### config.mk
export PLATFORM = sky130hd
export DESIGN_NAME = radius_packet_parser_flat
export DESIGN_NICKNAME = d
export VERILOG_FILES = /design/src/rtl/rpp_pkg.sv /design/src/rtl/rpp_in_if.sv /design/src/rtl/rpp_out_if.sv /design/src/rtl/radius_packet_parser.sv /design/src/rtl/rpp_front.sv /design/src/rtl/rpp_fifo.sv /design/src/rtl/rpp_back.sv /design/src/flat_wrapper.sv
export SDC_FILE = /design/constraint.sdc
export NUM_CORES = 1
export LEC_CHECK = 0
export ABC_AREA = 1
export ABC_CLOCK_PERIOD_IN_PS = 14250
export BUFFER_PORTS_ARGS = -buffer_cell sky130_fd_sc_hd__buf_2
export CORE_MARGIN = 8
export CORE_UTILIZATION = 59
export DETAILED_ROUTE_END_ITERATION = 6
export PLACE_DENSITY = 0.78
export SLEW_MARGIN = 20
export SYNTH_ARGS = -nofsm -noshare
export SYNTH_HDL_FRONTEND = slang
export SYNTH_SLANG_ARGS = --single-unit
### constraint.sdc
create_clock -name clk -period 14.25 [get_ports clk]
set_clock_uncertainty 0.15 [all_clocks]
set_input_delay 1.425 -clock clk [delete_from_list [all_inputs] [get_ports clk]]
set_output_delay 1.425 -clock clk [all_outputs]
set_load 0.05 [all_outputs]
### src/rtl/rpp_pkg.sv
// Shared types, codes and the attribute dictionary of the RADIUS packet parser.
`default_nettype none

package rpp_pkg;

	localparam int unsigned HDR_BYTES      = 20;
	localparam int unsigned ATTR_MIN_BYTES = 2;
	localparam int unsigned APB_ADDR_W     = 3;
	localparam int unsigned CFG_W          = 13;

	// result kinds
	localparam logic [2:0] KIND_HEADER = 3'd0;
	localparam logic [2:0] KIND_AUTH   = 3'd1;
	localparam logic [2:0] KIND_ATTR   = 3'd2;
	localparam logic [2:0] KIND_VALUE  = 3'd3;
	localparam logic [2:0] KIND_DATA   = 3'd4;
	localparam logic [2:0] KIND_STATUS = 3'd5;

	// status codes
	localparam logic [2:0] ST_OK        = 3'd0;
	localparam logic [2:0] ST_SHORT_BUF = 3'd1;
	localparam logic [2:0] ST_LEN_BUF   = 3'd2;
	localparam logic [2:0] ST_LEN_RANGE = 3'd3;
	localparam logic [2:0] ST_OVERRUN   = 3'd4;

	// data classes
	localparam logic [2:0] CL_TEXT    = 3'd0;
	localparam logic [2:0] CL_STRING  = 3'd1;
	localparam logic [2:0] CL_ADDRESS = 3'd2;
	localparam logic [2:0] CL_INTEGER = 3'd3;
	localparam logic [2:0] CL_TIME    = 3'd4;
	localparam logic [2:0] CL_UNKNOWN = 3'd5;

	// register word indexes
	localparam logic REG_MIN_LEN = 1'b0;
	localparam logic REG_MAX_LEN = 1'b1;

	typedef struct packed {
		logic [2:0]  kind;
		logic [7:0]  code_or_type;
		logic [7:0]  identifier;
		logic [12:0] length_value;
		logic [2:0]  data_class;
		logic [31:0] value;
		logic [7:0]  payload_byte;
		logic        bad_length;
		logic [2:0]  status;
		logic        last;
	} result_t;

	// one queue entry: a result, optionally followed by a closing ok status
	typedef struct packed {
		result_t res;
		logic    close_ok;
	} cmd_t;

	function automatic logic [2:0] lookup_class(input logic [7:0] atype);
		logic [2:0] cls;
		unique case (atype) inside
			8'd1, 8'd2, 8'd11, [8'd18:8'd20], 8'd22, [8'd30:8'd32], 8'd34, 8'd35,
			8'd39, 8'd44, 8'd50, 8'd68, 8'd70, 8'd71, 8'd74, 8'd77, 8'd78, 8'd84,
			8'd87, 8'd88, 8'd99, 8'd100, 8'd206:
				cls = CL_TEXT;
			8'd3, [8'd24:8'd26], 8'd33, 8'd36, 8'd60, 8'd79, 8'd80,
			[8'd95:8'd98], 8'd207:
				cls = CL_STRING;
			8'd4, 8'd8, 8'd9, 8'd14, 8'd23:
				cls = CL_ADDRESS;
			[8'd5:8'd7], 8'd10, 8'd12, 8'd13, 8'd15, 8'd16, [8'd27:8'd29],
			8'd37, 8'd38, [8'd40:8'd43], [8'd45:8'd49], [8'd51:8'd53],
			[8'd61:8'd63], 8'd72, 8'd73, 8'd75, 8'd76, 8'd85, 8'd101:
				cls = CL_INTEGER;
			8'd55:
				cls = CL_TIME;
			default:
				cls = CL_UNKNOWN;
		endcase
		return cls;
	endfunction

	function automatic logic is_numeric(input logic [2:0] cls);
		return (cls == CL_INTEGER) || (cls == CL_ADDRESS) || (cls == CL_TIME);
	endfunction

	function automatic result_t status_result(input logic [2:0] st);
		result_t r;
		r        = '0;
		r.kind   = KIND_STATUS;
		r.status = st;
		r.last   = 1'b1;
		return r;
	endfunction

endpackage

`default_nettype wire

### src/rtl/rpp_in_if.sv
// Input byte channel of the RADIUS packet parser.
`default_nettype none

interface rpp_in_if;
	logic        valid;
	logic        ready;
	logic [7:0]  data_byte;
	logic        first_byte;
	logic [15:0] buffer_len;

	modport source(output valid, data_byte, first_byte, buffer_len, input ready);
	modport sink(input valid, data_byte, first_byte, buffer_len, output ready);
endinterface

`default_nettype wire

### src/rtl/rpp_out_if.sv
// Result channel of the RADIUS packet parser.
`default_nettype none

interface rpp_out_if;
	logic        valid;
	logic        ready;
	logic [2:0]  kind;
	logic [7:0]  code_or_type;
	logic [7:0]  identifier;
	logic [12:0] length_value;
	logic [2:0]  data_class;
	logic [31:0] value;
	logic [7:0]  payload_byte;
	logic        bad_length;
	logic [2:0]  status;
	logic        last;

	modport source(output valid, kind, code_or_type, identifier, length_value, data_class,
		value, payload_byte, bad_length, status, last, input ready);
	modport sink(input valid, kind, code_or_type, identifier, length_value, data_class,
		value, payload_byte, bad_length, status, last, output ready);
endinterface

`default_nettype wire

### src/rtl/radius_packet_parser.sv
// RADIUS packet parser top level: config registers, front end, queue, back end.
//
//  channel  dir  handshake            carries
//  in_ch    in   valid/ready          data_byte, first_byte, buffer_len
//  out_ch   out  valid/ready          one parsed result (header .. status)
//  apb      in   psel/penable/pwrite  min_packet_len @0x0, max_packet_len @0x4
//
//  One input byte is taken per cycle while the command queue has room.
//  An accepted byte's result is written into the queue, then into the output register.
//  A byte that yields a result plus a closing status makes the back end send both
//  from one queue entry; the queue (FIFO_DEPTH entries) absorbs this and output stalls.
//  Reset returns the parser to idle and the registers to 20 and 4096.
`default_nettype none

module radius_packet_parser #(
	parameter int unsigned FIFO_DEPTH = 4
) (
	input  wire logic                            clk,
	input  wire logic                            arst_n,
	rpp_in_if.sink                               in_ch,
	rpp_out_if.source                            out_ch,
	input  wire logic                            psel,
	input  wire logic                            penable,
	input  wire logic                            pwrite,
	input  wire logic [rpp_pkg::APB_ADDR_W-1:0]  paddr,
	input  wire logic [31:0]                     pwdata,
	output logic [31:0]                          prdata,
	output logic                                 pready
);
	import rpp_pkg::*;

	logic [CFG_W-1:0] min_len_q;
	logic [CFG_W-1:0] max_len_q;
	logic             cfg_wr;
	logic             q_ready;
	logic             q_push;
	cmd_t             q_wdata;
	logic             q_pop;
	cmd_t             q_rdata;
	logic             q_valid;

	assign pready = 1'b1;
	assign cfg_wr = psel && penable && pwrite;
	assign prdata = {{(32 - CFG_W){1'b0}},
		(paddr[2] == REG_MAX_LEN) ? max_len_q : min_len_q};

	always_ff @(posedge clk or negedge arst_n) begin
		if (!arst_n) begin
			min_len_q <= CFG_W'(20);
			max_len_q <= CFG_W'(4096);
		end else if (cfg_wr) begin
			if (paddr[2] == REG_MIN_LEN) begin
				min_len_q <= pwdata[CFG_W-1:0];
			end else begin
				max_len_q <= pwdata[CFG_W-1:0];
			end
		end
	end

	rpp_front u_front (
		.clk     (clk),
		.arst_n  (arst_n),
		.in_ch   (in_ch),
		.min_len (min_len_q),
		.max_len (max_len_q),
		.q_ready (q_ready),
		.push    (q_push),
		.cmd     (q_wdata)
	);

	rpp_fifo #(
		.DEPTH (FIFO_DEPTH)
	) u_fifo (
		.clk       (clk),
		.arst_n    (arst_n),
		.push      (q_push),
		.wdata     (q_wdata),
		.ready     (q_ready),
		.pop       (q_pop),
		.rdata     (q_rdata),
		.not_empty (q_valid)
	);

	rpp_back u_back (
		.clk     (clk),
		.arst_n  (arst_n),
		.q_valid (q_valid),
		.q_cmd   (q_rdata),
		.pop     (q_pop),
		.out_ch  (out_ch)
	);

endmodule

`default_nettype wire

### src/rtl/rpp_front.sv
// Front end: byte intake and packet/attribute parse state machine.
`default_nettype none

module rpp_front (
	input  wire logic                          clk,
	input  wire logic                          arst_n,
	rpp_in_if.sink                             in_ch,
	input  wire logic [rpp_pkg::CFG_W-1:0]     min_len,
	input  wire logic [rpp_pkg::CFG_W-1:0]     max_len,
	input  wire logic                          q_ready,
	output logic                               push,
	output rpp_pkg::cmd_t                      cmd
);
	import rpp_pkg::*;

	typedef enum logic [5:0] {
		PH_IDLE  = 6'b000001,
		PH_HEAD  = 6'b000010,
		PH_AUTH  = 6'b000100,
		PH_ATYPE = 6'b001000,
		PH_ALEN  = 6'b010000,
		PH_ADATA = 6'b100000
	} phase_t;

	phase_t      phase_q, phase_d;
	logic [12:0] pos_q, pos_d;
	logic [12:0] plen_q, plen_d;
	logic [7:0]  len_hi_q, len_hi_d;
	logic [15:0] blen_q, blen_d;
	logic [7:0]  code_q, code_d;
	logic [7:0]  ident_q, ident_d;
	logic [7:0]  atype_q, atype_d;
	logic [7:0]  arem_q, arem_d;
	logic [2:0]  acls_q, acls_d;
	logic [31:0] acc_q, acc_d;
	logic        abad_q, abad_d;

	logic        take;
	logic [12:0] pos_inc;
	logic [12:0] emin;
	logic [15:0] len16;
	logic [7:0]  vlen;
	logic [2:0]  cls;
	logic        bnd_close;
	logic        emit;
	logic        close;
	result_t     res;

	assign in_ch.ready = q_ready;
	assign take        = in_ch.valid && q_ready;
	assign pos_inc     = pos_q + 13'd1;
	assign emin        = (min_len < CFG_W'(HDR_BYTES)) ? CFG_W'(HDR_BYTES) : min_len;
	assign len16       = {len_hi_q, in_ch.data_byte};
	assign vlen        = in_ch.data_byte - 8'(ATTR_MIN_BYTES);
	assign cls         = lookup_class(atype_q);
	// fewer than two bytes left where the next attribute would start
	assign bnd_close   = ({1'b0, pos_inc} + 14'(ATTR_MIN_BYTES)) > {1'b0, plen_q};

	always_comb begin
		phase_d  = phase_q;
		pos_d    = pos_q;
		plen_d   = plen_q;
		len_hi_d = len_hi_q;
		blen_d   = blen_q;
		code_d   = code_q;
		ident_d  = ident_q;
		atype_d  = atype_q;
		arem_d   = arem_q;
		acls_d   = acls_q;
		acc_d    = acc_q;
		abad_d   = abad_q;
		emit     = 1'b0;
		close    = 1'b0;
		res      = '0;
		if (take) begin
			if (in_ch.first_byte) begin
				blen_d   = in_ch.buffer_len;
				plen_d   = '0;
				len_hi_d = '0;
				atype_d  = '0;
				arem_d   = '0;
				acls_d   = '0;
				acc_d    = '0;
				abad_d   = 1'b0;
				ident_d  = '0;
				if (in_ch.buffer_len < {3'b000, emin}) begin
					pos_d   = '0;
					emit    = 1'b1;
					res     = status_result(ST_SHORT_BUF);
					phase_d = PH_IDLE;
				end else begin
					code_d  = in_ch.data_byte;
					pos_d   = 13'd1;
					phase_d = PH_HEAD;
				end
			end else begin
				unique case (phase_q)
					PH_IDLE: begin
					end
					PH_HEAD: begin
						pos_d = pos_inc;
						if (pos_q == 13'd1) begin
							ident_d = in_ch.data_byte;
						end else if (pos_q == 13'd2) begin
							len_hi_d = in_ch.data_byte;
						end else if (len16 > blen_q) begin
							emit    = 1'b1;
							res     = status_result(ST_LEN_BUF);
							phase_d = PH_IDLE;
						end else if (len16 < {3'b000, emin} || len16 > {3'b000, max_len}) begin
							emit    = 1'b1;
							res     = status_result(ST_LEN_RANGE);
							phase_d = PH_IDLE;
						end else begin
							plen_d           = len16[12:0];
							emit             = 1'b1;
							res.kind         = KIND_HEADER;
							res.code_or_type = code_q;
							res.identifier   = ident_q;
							res.length_value = len16[12:0];
							phase_d          = PH_AUTH;
						end
					end
					PH_AUTH: begin
						pos_d            = pos_inc;
						emit             = 1'b1;
						res.kind         = KIND_AUTH;
						res.payload_byte = in_ch.data_byte;
						if (pos_inc >= 13'(HDR_BYTES)) begin
							if (bnd_close) begin
								close   = 1'b1;
								phase_d = PH_IDLE;
							end else begin
								phase_d = PH_ATYPE;
							end
						end
					end
					PH_ATYPE: begin
						atype_d = in_ch.data_byte;
						pos_d   = pos_inc;
						phase_d = PH_ALEN;
					end
					PH_ALEN: begin
						pos_d = pos_inc;
						if (in_ch.data_byte < 8'(ATTR_MIN_BYTES) ||
							({1'b0, pos_inc} + {6'b0, vlen}) > {1'b0, plen_q}) begin
							emit    = 1'b1;
							res     = status_result(ST_OVERRUN);
							phase_d = PH_IDLE;
						end else begin
							acls_d           = cls;
							abad_d           = is_numeric(cls) && (vlen != 8'd4);
							arem_d           = vlen;
							acc_d            = '0;
							emit             = 1'b1;
							res.kind         = KIND_ATTR;
							res.code_or_type = atype_q;
							res.length_value = {5'b0, vlen};
							res.data_class   = cls;
							res.bad_length   = is_numeric(cls) && (vlen != 8'd4);
							if (vlen == 8'd0) begin
								if (bnd_close) begin
									close   = 1'b1;
									phase_d = PH_IDLE;
								end else begin
									phase_d = PH_ATYPE;
								end
							end else begin
								phase_d = PH_ADATA;
							end
						end
					end
					PH_ADATA: begin
						pos_d = pos_inc;
						if (arem_q != 8'd0) begin
							arem_d = arem_q - 8'd1;
						end
						if (is_numeric(acls_q)) begin
							acc_d = {acc_q[23:0], in_ch.data_byte};
							if (arem_d == 8'd0 && !abad_q) begin
								emit             = 1'b1;
								res.kind         = KIND_VALUE;
								res.code_or_type = atype_q;
								res.length_value = 13'd4;
								res.data_class   = acls_q;
								res.value        = {acc_q[23:0], in_ch.data_byte};
							end
						end else begin
							emit             = 1'b1;
							res.kind         = KIND_DATA;
							res.code_or_type = atype_q;
							res.data_class   = acls_q;
							res.payload_byte = in_ch.data_byte;
						end
						if (arem_d == 8'd0) begin
							if (bnd_close) begin
								close   = 1'b1;
								phase_d = PH_IDLE;
							end else begin
								phase_d = PH_ATYPE;
							end
						end
					end
					default: begin
						phase_d = PH_IDLE;
					end
				endcase
			end
		end
	end

	// a close with nothing before it travels as a plain status entry
	always_comb begin
		push = emit || close;
		if (emit) begin
			cmd.res      = res;
			cmd.close_ok = close;
		end else begin
			cmd.res      = status_result(ST_OK);
			cmd.close_ok = 1'b0;
		end
	end

	always_ff @(posedge clk or negedge arst_n) begin
		if (!arst_n) begin
			phase_q  <= PH_IDLE;
			pos_q    <= '0;
			plen_q   <= '0;
			len_hi_q <= '0;
			blen_q   <= '0;
			code_q   <= '0;
			ident_q  <= '0;
			atype_q  <= '0;
			arem_q   <= '0;
			acls_q   <= '0;
			acc_q    <= '0;
			abad_q   <= 1'b0;
		end else begin
			phase_q  <= phase_d;
			pos_q    <= pos_d;
			plen_q   <= plen_d;
			len_hi_q <= len_hi_d;
			blen_q   <= blen_d;
			code_q   <= code_d;
			ident_q  <= ident_d;
			atype_q  <= atype_d;
			arem_q   <= arem_d;
			acls_q   <= acls_d;
			acc_q    <= acc_d;
			abad_q   <= abad_d;
		end
	end

endmodule

`default_nettype wire

### src/rtl/rpp_fifo.sv
// Short command queue between the parse front end and the result back end.
`default_nettype none

module rpp_fifo #(
	parameter int unsigned DEPTH = 4
) (
	input  wire logic          clk,
	input  wire logic          arst_n,
	input  wire logic          push,
	input  rpp_pkg::cmd_t      wdata,
	output logic               ready,
	input  wire logic          pop,
	output rpp_pkg::cmd_t      rdata,
	output logic               not_empty
);
	import rpp_pkg::*;

	localparam int unsigned PTR_W = (DEPTH > 1) ? $clog2(DEPTH) : 1;
	localparam int unsigned CNT_W = $clog2(DEPTH + 1);

	cmd_t             entry_q [DEPTH];
	logic [PTR_W-1:0] wptr_q;
	logic [PTR_W-1:0] rptr_q;
	logic [CNT_W-1:0] count_q;
	logic             do_push;
	logic             do_pop;

	assign ready     = count_q != CNT_W'(DEPTH);
	assign not_empty = count_q != '0;
	assign rdata     = entry_q[rptr_q];
	assign do_push   = push && ready;
	assign do_pop    = pop && not_empty;

	always_ff @(posedge clk) begin
		if (do_push) begin
			entry_q[wptr_q] <= wdata;
		end
	end

	always_ff @(posedge clk or negedge arst_n) begin
		if (!arst_n) begin
			wptr_q  <= '0;
			rptr_q  <= '0;
			count_q <= '0;
		end else begin
			if (do_push) begin
				wptr_q <= (wptr_q == PTR_W'(DEPTH - 1)) ? '0 : wptr_q + PTR_W'(1);
			end
			if (do_pop) begin
				rptr_q <= (rptr_q == PTR_W'(DEPTH - 1)) ? '0 : rptr_q + PTR_W'(1);
			end
			if (do_push && !do_pop) begin
				count_q <= count_q + CNT_W'(1);
			end else if (do_pop && !do_push) begin
				count_q <= count_q - CNT_W'(1);
			end
		end
	end

endmodule

`default_nettype wire

### src/rtl/rpp_back.sv
// Back end: expands queued commands into results and holds the output register.
`default_nettype none

module rpp_back (
	input  wire logic          clk,
	input  wire logic          arst_n,
	input  wire logic          q_valid,
	input  rpp_pkg::cmd_t      q_cmd,
	output logic               pop,
	rpp_out_if.source          out_ch
);
	import rpp_pkg::*;

	result_t res_q, res_d;
	logic    valid_q, valid_d;
	logic    pend_q, pend_d;
	logic    load;

	assign load = !valid_q || out_ch.ready;

	always_comb begin
		res_d   = res_q;
		valid_d = valid_q;
		pend_d  = pend_q;
		pop     = 1'b0;
		if (load) begin
			if (pend_q) begin
				res_d   = status_result(ST_OK);
				valid_d = 1'b1;
				pend_d  = 1'b0;
			end else if (q_valid) begin
				pop     = 1'b1;
				res_d   = q_cmd.res;
				valid_d = 1'b1;
				pend_d  = q_cmd.close_ok;
			end else begin
				valid_d = 1'b0;
			end
		end
	end

	always_ff @(posedge clk or negedge arst_n) begin
		if (!arst_n) begin
			valid_q <= 1'b0;
			pend_q  <= 1'b0;
		end else begin
			valid_q <= valid_d;
			pend_q  <= pend_d;
		end
	end

	always_ff @(posedge clk) begin
		res_q <= res_d;
	end

	assign out_ch.valid        = valid_q;
	assign out_ch.kind         = res_q.kind;
	assign out_ch.code_or_type = res_q.code_or_type;
	assign out_ch.identifier   = res_q.identifier;
	assign out_ch.length_value = res_q.length_value;
	assign out_ch.data_class   = res_q.data_class;
	assign out_ch.value        = res_q.value;
	assign out_ch.payload_byte = res_q.payload_byte;
	assign out_ch.bad_length   = res_q.bad_length;
	assign out_ch.status       = res_q.status;
	assign out_ch.last         = res_q.last;

endmodule

`default_nettype wire

### src/flat_wrapper.sv
// flat-port wrapper written by rule: the top's interface ports become plain ports
module radius_packet_parser_flat import rpp_pkg::*;
#(
	parameter int unsigned FIFO_DEPTH = 4
)
  (clk, arst_n, psel, penable, pwrite, paddr, pwdata, prdata, pready, in_ch_valid, in_ch_data_byte, in_ch_first_byte, in_ch_buffer_len, in_ch_ready, out_ch_valid, out_ch_kind, out_ch_code_or_type, out_ch_identifier, out_ch_length_value, out_ch_data_class, out_ch_value, out_ch_payload_byte, out_ch_bad_length, out_ch_status, out_ch_last, out_ch_ready);
  rpp_in_if in_ch_i ();
  rpp_out_if out_ch_i ();
  input  wire logic clk;
  input  wire logic arst_n;
  input  wire logic psel;
  input  wire logic penable;
  input  wire logic pwrite;
  input  wire logic [rpp_pkg::APB_ADDR_W-1:0] paddr;
  input  wire logic [31:0] pwdata;
  output logic [31:0] prdata;
  output logic pready;
  input wire logic [$bits(in_ch_i.valid)-1:0] in_ch_valid;
  input wire logic [$bits(in_ch_i.data_byte)-1:0] in_ch_data_byte;
  input wire logic [$bits(in_ch_i.first_byte)-1:0] in_ch_first_byte;
  input wire logic [$bits(in_ch_i.buffer_len)-1:0] in_ch_buffer_len;
  output wire logic [$bits(in_ch_i.ready)-1:0] in_ch_ready;
  output wire logic [$bits(out_ch_i.valid)-1:0] out_ch_valid;
  output wire logic [$bits(out_ch_i.kind)-1:0] out_ch_kind;
  output wire logic [$bits(out_ch_i.code_or_type)-1:0] out_ch_code_or_type;
  output wire logic [$bits(out_ch_i.identifier)-1:0] out_ch_identifier;
  output wire logic [$bits(out_ch_i.length_value)-1:0] out_ch_length_value;
  output wire logic [$bits(out_ch_i.data_class)-1:0] out_ch_data_class;
  output wire logic [$bits(out_ch_i.value)-1:0] out_ch_value;
  output wire logic [$bits(out_ch_i.payload_byte)-1:0] out_ch_payload_byte;
  output wire logic [$bits(out_ch_i.bad_length)-1:0] out_ch_bad_length;
  output wire logic [$bits(out_ch_i.status)-1:0] out_ch_status;
  output wire logic [$bits(out_ch_i.last)-1:0] out_ch_last;
  input wire logic [$bits(out_ch_i.ready)-1:0] out_ch_ready;
  assign in_ch_i.valid = in_ch_valid;
  assign in_ch_i.data_byte = in_ch_data_byte;
  assign in_ch_i.first_byte = in_ch_first_byte;
  assign in_ch_i.buffer_len = in_ch_buffer_len;
  assign in_ch_ready = in_ch_i.ready;
  assign out_ch_valid = out_ch_i.valid;
  assign out_ch_kind = out_ch_i.kind;
  assign out_ch_code_or_type = out_ch_i.code_or_type;
  assign out_ch_identifier = out_ch_i.identifier;
  assign out_ch_length_value = out_ch_i.length_value;
  assign out_ch_data_class = out_ch_i.data_class;
  assign out_ch_value = out_ch_i.value;
  assign out_ch_payload_byte = out_ch_i.payload_byte;
  assign out_ch_bad_length = out_ch_i.bad_length;
  assign out_ch_status = out_ch_i.status;
  assign out_ch_last = out_ch_i.last;
  assign out_ch_i.ready = out_ch_ready;
  radius_packet_parser #(.FIFO_DEPTH(FIFO_DEPTH)) u_core (.clk(clk), .arst_n(arst_n), .in_ch(in_ch_i), .out_ch(out_ch_i), .psel(psel), .penable(penable), .pwrite(pwrite), .paddr(paddr), .pwdata(pwdata), .prdata(prdata), .pready(pready));
endmodule
==> impl_metrics.csv <==
group,metric,value,unit
timing,setup_tns,0,ps
placement,place_area,27300,µm²
timing,maxSlewHeadroom,24.1,%
logic_synthesis,synth_common_cells,"nor2_1 (482), nand2_1 (433), edfxtp_1 (404)",
route,routed_wl,65500,µm
route,viasPerCell,5.73,
route,wire_per_inst,19.3,µm
setup_path,criticalPathCategory,"input pin to register",
logic_synthesis,yosysMostFrequentCell,"nor2_1",
clock_tree,cts_tree,"yes",
die,fp.dieArea,51300,µm²
die,num_rows,77,
clock_tree,cts_resized,0,
cells_and_area,syn_to_final_growth,11.4,%
setup_path,rr_startpoint,"u_core.u_front.pos_q[0]",
logic_synthesis,syn_inst,2645,
cells_and_area,n_antenna_cell,0,
logic_synthesis,synthFlopType,"edfxtp_1",
route,num_vias,19439,
clock_tree,cts.sinks,555,
route,drtIter0Drc,1820,
logic_synthesis,synth_area_leaders,"edfxtp_1 (46%), dfrtp_1 (14%), nor2_1 (6.9%)",
clock_tree,hold_buffers,0,
timing,fmax,126,MHz
clock_tree,root_buffer,"clkbuf_16",
route,routed-wl-met3,4730,µm
power,leakage,11.8,nW
setup_path,cp.required,14320,ps
cells_and_area,drive_gt1_share,11.6,%
cells_and_area,stdcell_area,29100,µm²
min_path,hold_start,"u_core.u_front.plen_q[3]",
logic_synthesis,yosysTopAreaCell,"edfxtp_1",
placement,gp_congestion,0.959,
timing,rsz0062_at_grt,"no",
power,peakVddDrop,145,µV
placement,dpl.hpwl,42500,µm
cells_and_area,fin_util,66.2,%
logic_synthesis,ys_ff_latch,555,
timing,hold_viol,0,
status,status,"finished clean",
logic_synthesis,yosysSeqAreaShare,60.8,%
die,floorplan.initialDensity,59.4,%
global_route,grt_max_degree,121,
cells_and_area,nets,2924,
setup_path,end_kind,"register",
global_route,grt_pass1_vias,18886,
global_route,antenna_found_initial,1,
route,first_pass_iters,5,
setup_path,crit_fanout,52,
logic_synthesis,synth-edff-count,404,
route,wl_met1,27200,µm
route,drt.antenna.violating_nets,0,
logic_synthesis,ys_warn_count,0,
timing,final_period_minus_worst_setup_slack,7940,ps
clock_tree,clkTransAtPathRegs,60,ps
route,wl_met2,31300,µm
die,core-area,44000,µm²
clock_tree,worstSkewPairLatency,610,ps
timing,setup_viol,0,
job,drv_cap,0,
die,die_y,227,µm
cells_and_area,num-fill-cells,3338,
logic_synthesis,ys_types,57,
route,drc_errors,0,
logic_synthesis,syn_area,26200,µm²
die,die_w,227,µm
timing,tightest_slew,1130,ps
power,pwr_density_cell,197,nW/µm²
logic_synthesis,synth_area_per_cell,9.89,µm²
setup_path,critical_path_arrival,8010,ps
timing,maxSlewViolCount,0,
placement,port-buffer-count,140,
clock_tree,cts_buffers,55,
timing,post-route-period-util,55.7,%
min_path,hp-class,"register to register",
logic_synthesis,synth_top_area_share,46.4,%
clock_tree,cts_setup_buffers,0,
global_route,grt_use_total,25.2,%
setup_path,cp-startpoint,"in_ch_data_byte[1]",
global_route,grt-ovfl-total,0,
route,top_layer_used,"met5",
clock_tree,cts_max_path_buffers,3,
global_route,grt_pass1_wl,101000,µm
logic_synthesis,async_reset_ff_share,27.2,%
setup_path,cp-start-kind,"input pin",
clock_tree,htree_levels,2,
timing,holdWs,338,ps
die,num_io_pins,182,
path summary, 6_finish.rpt:
| path | to | depth (start not counted) | slack [ps] |
|---|---|---|---|
| min in group asynchronous | u_core.max_len_q[5] | 1 | 720 |
| worst min-delay path | u_core.u_front.plen_q[3] | 2 | 340 |
| worst min register to register | u_core.u_front.plen_q[3] | 2 | 340 |
| worst max register to register | u_core.u_fifo.entry_q[2][58] | 26 | 7130 |
| worst max-delay path | u_core.u_fifo.entry_q[2][58] | 28 | 6310 |
| max in group asynchronous | u_core.u_fifo.rptr_q[0] | 2 | 11640 |
power breakdown:
part	switching (W)	leakage (nW)	internal, W
Combinational	0.00154	5.18	0.000545
Clock	0.000612	0.896	0.000855
Sequential	0.000131	5.72	0.00206
state kept, by name, indices dropped and copies added (netlist names), 8 cells and up:
signal	count
u_core.u_fifo.entry_q	324
u_core.u_back.out_ch.value	32
u_core.u_front.acc_q	24
u_core.u_front.blen_q	16
u_core.max_len_q	13
u_core.min_len_q	13
u_core.u_back.out_ch.length_value	13
u_core.u_front.plen_q	13
u_core.u_front.pos_q	13
u_core.u_back.out_ch.code_or_type	8
u_core.u_back.out_ch.identifier	8
u_core.u_back.out_ch.payload_byte	8
u_core.u_front.arem_q	8
u_core.u_front.atype_q	8
u_core.u_front.code_q	8
u_core.u_front.ident_q	8
u_core.u_front.len_hi_q	8
cell families (layout without fill, tap and decap cells):
kind of cell / count (synthesis) / after routing / synth area share, %
muxes: 1 / 1 / 0.0430
xor gates and xnor gates: 29 / 29 / 0.971
AOI/OAI and AO/OA: 538 / 538 / 11.0
and+or+nand+nor: 1071 / 1071 / 16.7
buffers and inverters: 347 / 485 / 5.51
DFF: 555 / 555 / 60.8
other: 2 / 20 / 0.0287
adders and majority gates: 102 / 102 / 4.93
cell type report:
class | count | area, µm² | area share, %
Sequential cell | 555 | 15900 | 54.6
Multi-Input combinational cell | 1761 | 8920 | 30.6
Clock buffer | 75 | 1550 | 5.32
Timing Repair Buffer | 158 | 862 | 2.96
Inverter | 224 | 846 | 2.90
Tap cell | 592 | 741 | 2.54
Clock inverter | 28 | 299 | 1.03
layer usage:
layer | vias up | GRT usage, %
met3 | 159 | 4.22
met4 | 2 | 9.02
met1 | 9346 | 33.2
li1 | 9135 | -
met2 | 797 | 42.0
met5 | - | 0
critical path, stage by stage:
cell      delay, ps
buf_2           310
inv_1           220
ha_1            280
xnor2_1         280
inv_1           140
ha_1            370
a21oi_1         150
o21ai_0         160
a21o_1          200
a21oi_1         230
nor2_1           60
o21ai_0         160
nand2_1         130
nand2_1          90
xor2_1          140
inv_1            50
ha_1            270
nand2_1          80
nor3_1          260
nand3_1         120
a21oi_1         350
nand3_1         360
nor2_1          230
o21bai_2        110
nand2_2         120
inv_2           110
nor2_4          800
buf_4           770
stage by stage:
stage | cells | worst slack (ps) | power (W)
after floorplan | 2663 | 5290 | 0.00373
after global placement | 3289 | 5850 | 0.00421
after detailed placement | 3289 | 5740 | 0.00428
after CTS | 3392 | 6360 | 0.00574
after global routing | 3393 | 5840 | 0.00606
final | 3393 | 6310 | 0.00574
placed cells by master (no fill, tap or decap), drive strengths merged, types with 6 or more instances in the layout:
| master | netlist | final |
|---|---|---|
| a21oi | 147 | 147 |
| buf | 47 | 158 |
| clkbuf | 76 | 75 |
| clkinv | 2 | 20 |
| conb | 2 | 20 |
| dfrtp | 147 | 147 |
| edfxtp | 404 | 404 |
| ha | 100 | 100 |
| inv | 222 | 223 |
| nand2 | 449 | 449 |
| nand3 | 64 | 64 |
| nand4 | 21 | 21 |
| nor2 | 490 | 490 |
| nor3 | 33 | 33 |
| o211ai | 15 | 15 |
| o21ai | 338 | 338 |
| o22ai | 20 | 20 |
| xnor2 | 6 | 6 |
| xor2 | 23 | 23 |
(Power assumes the default switching activity.)
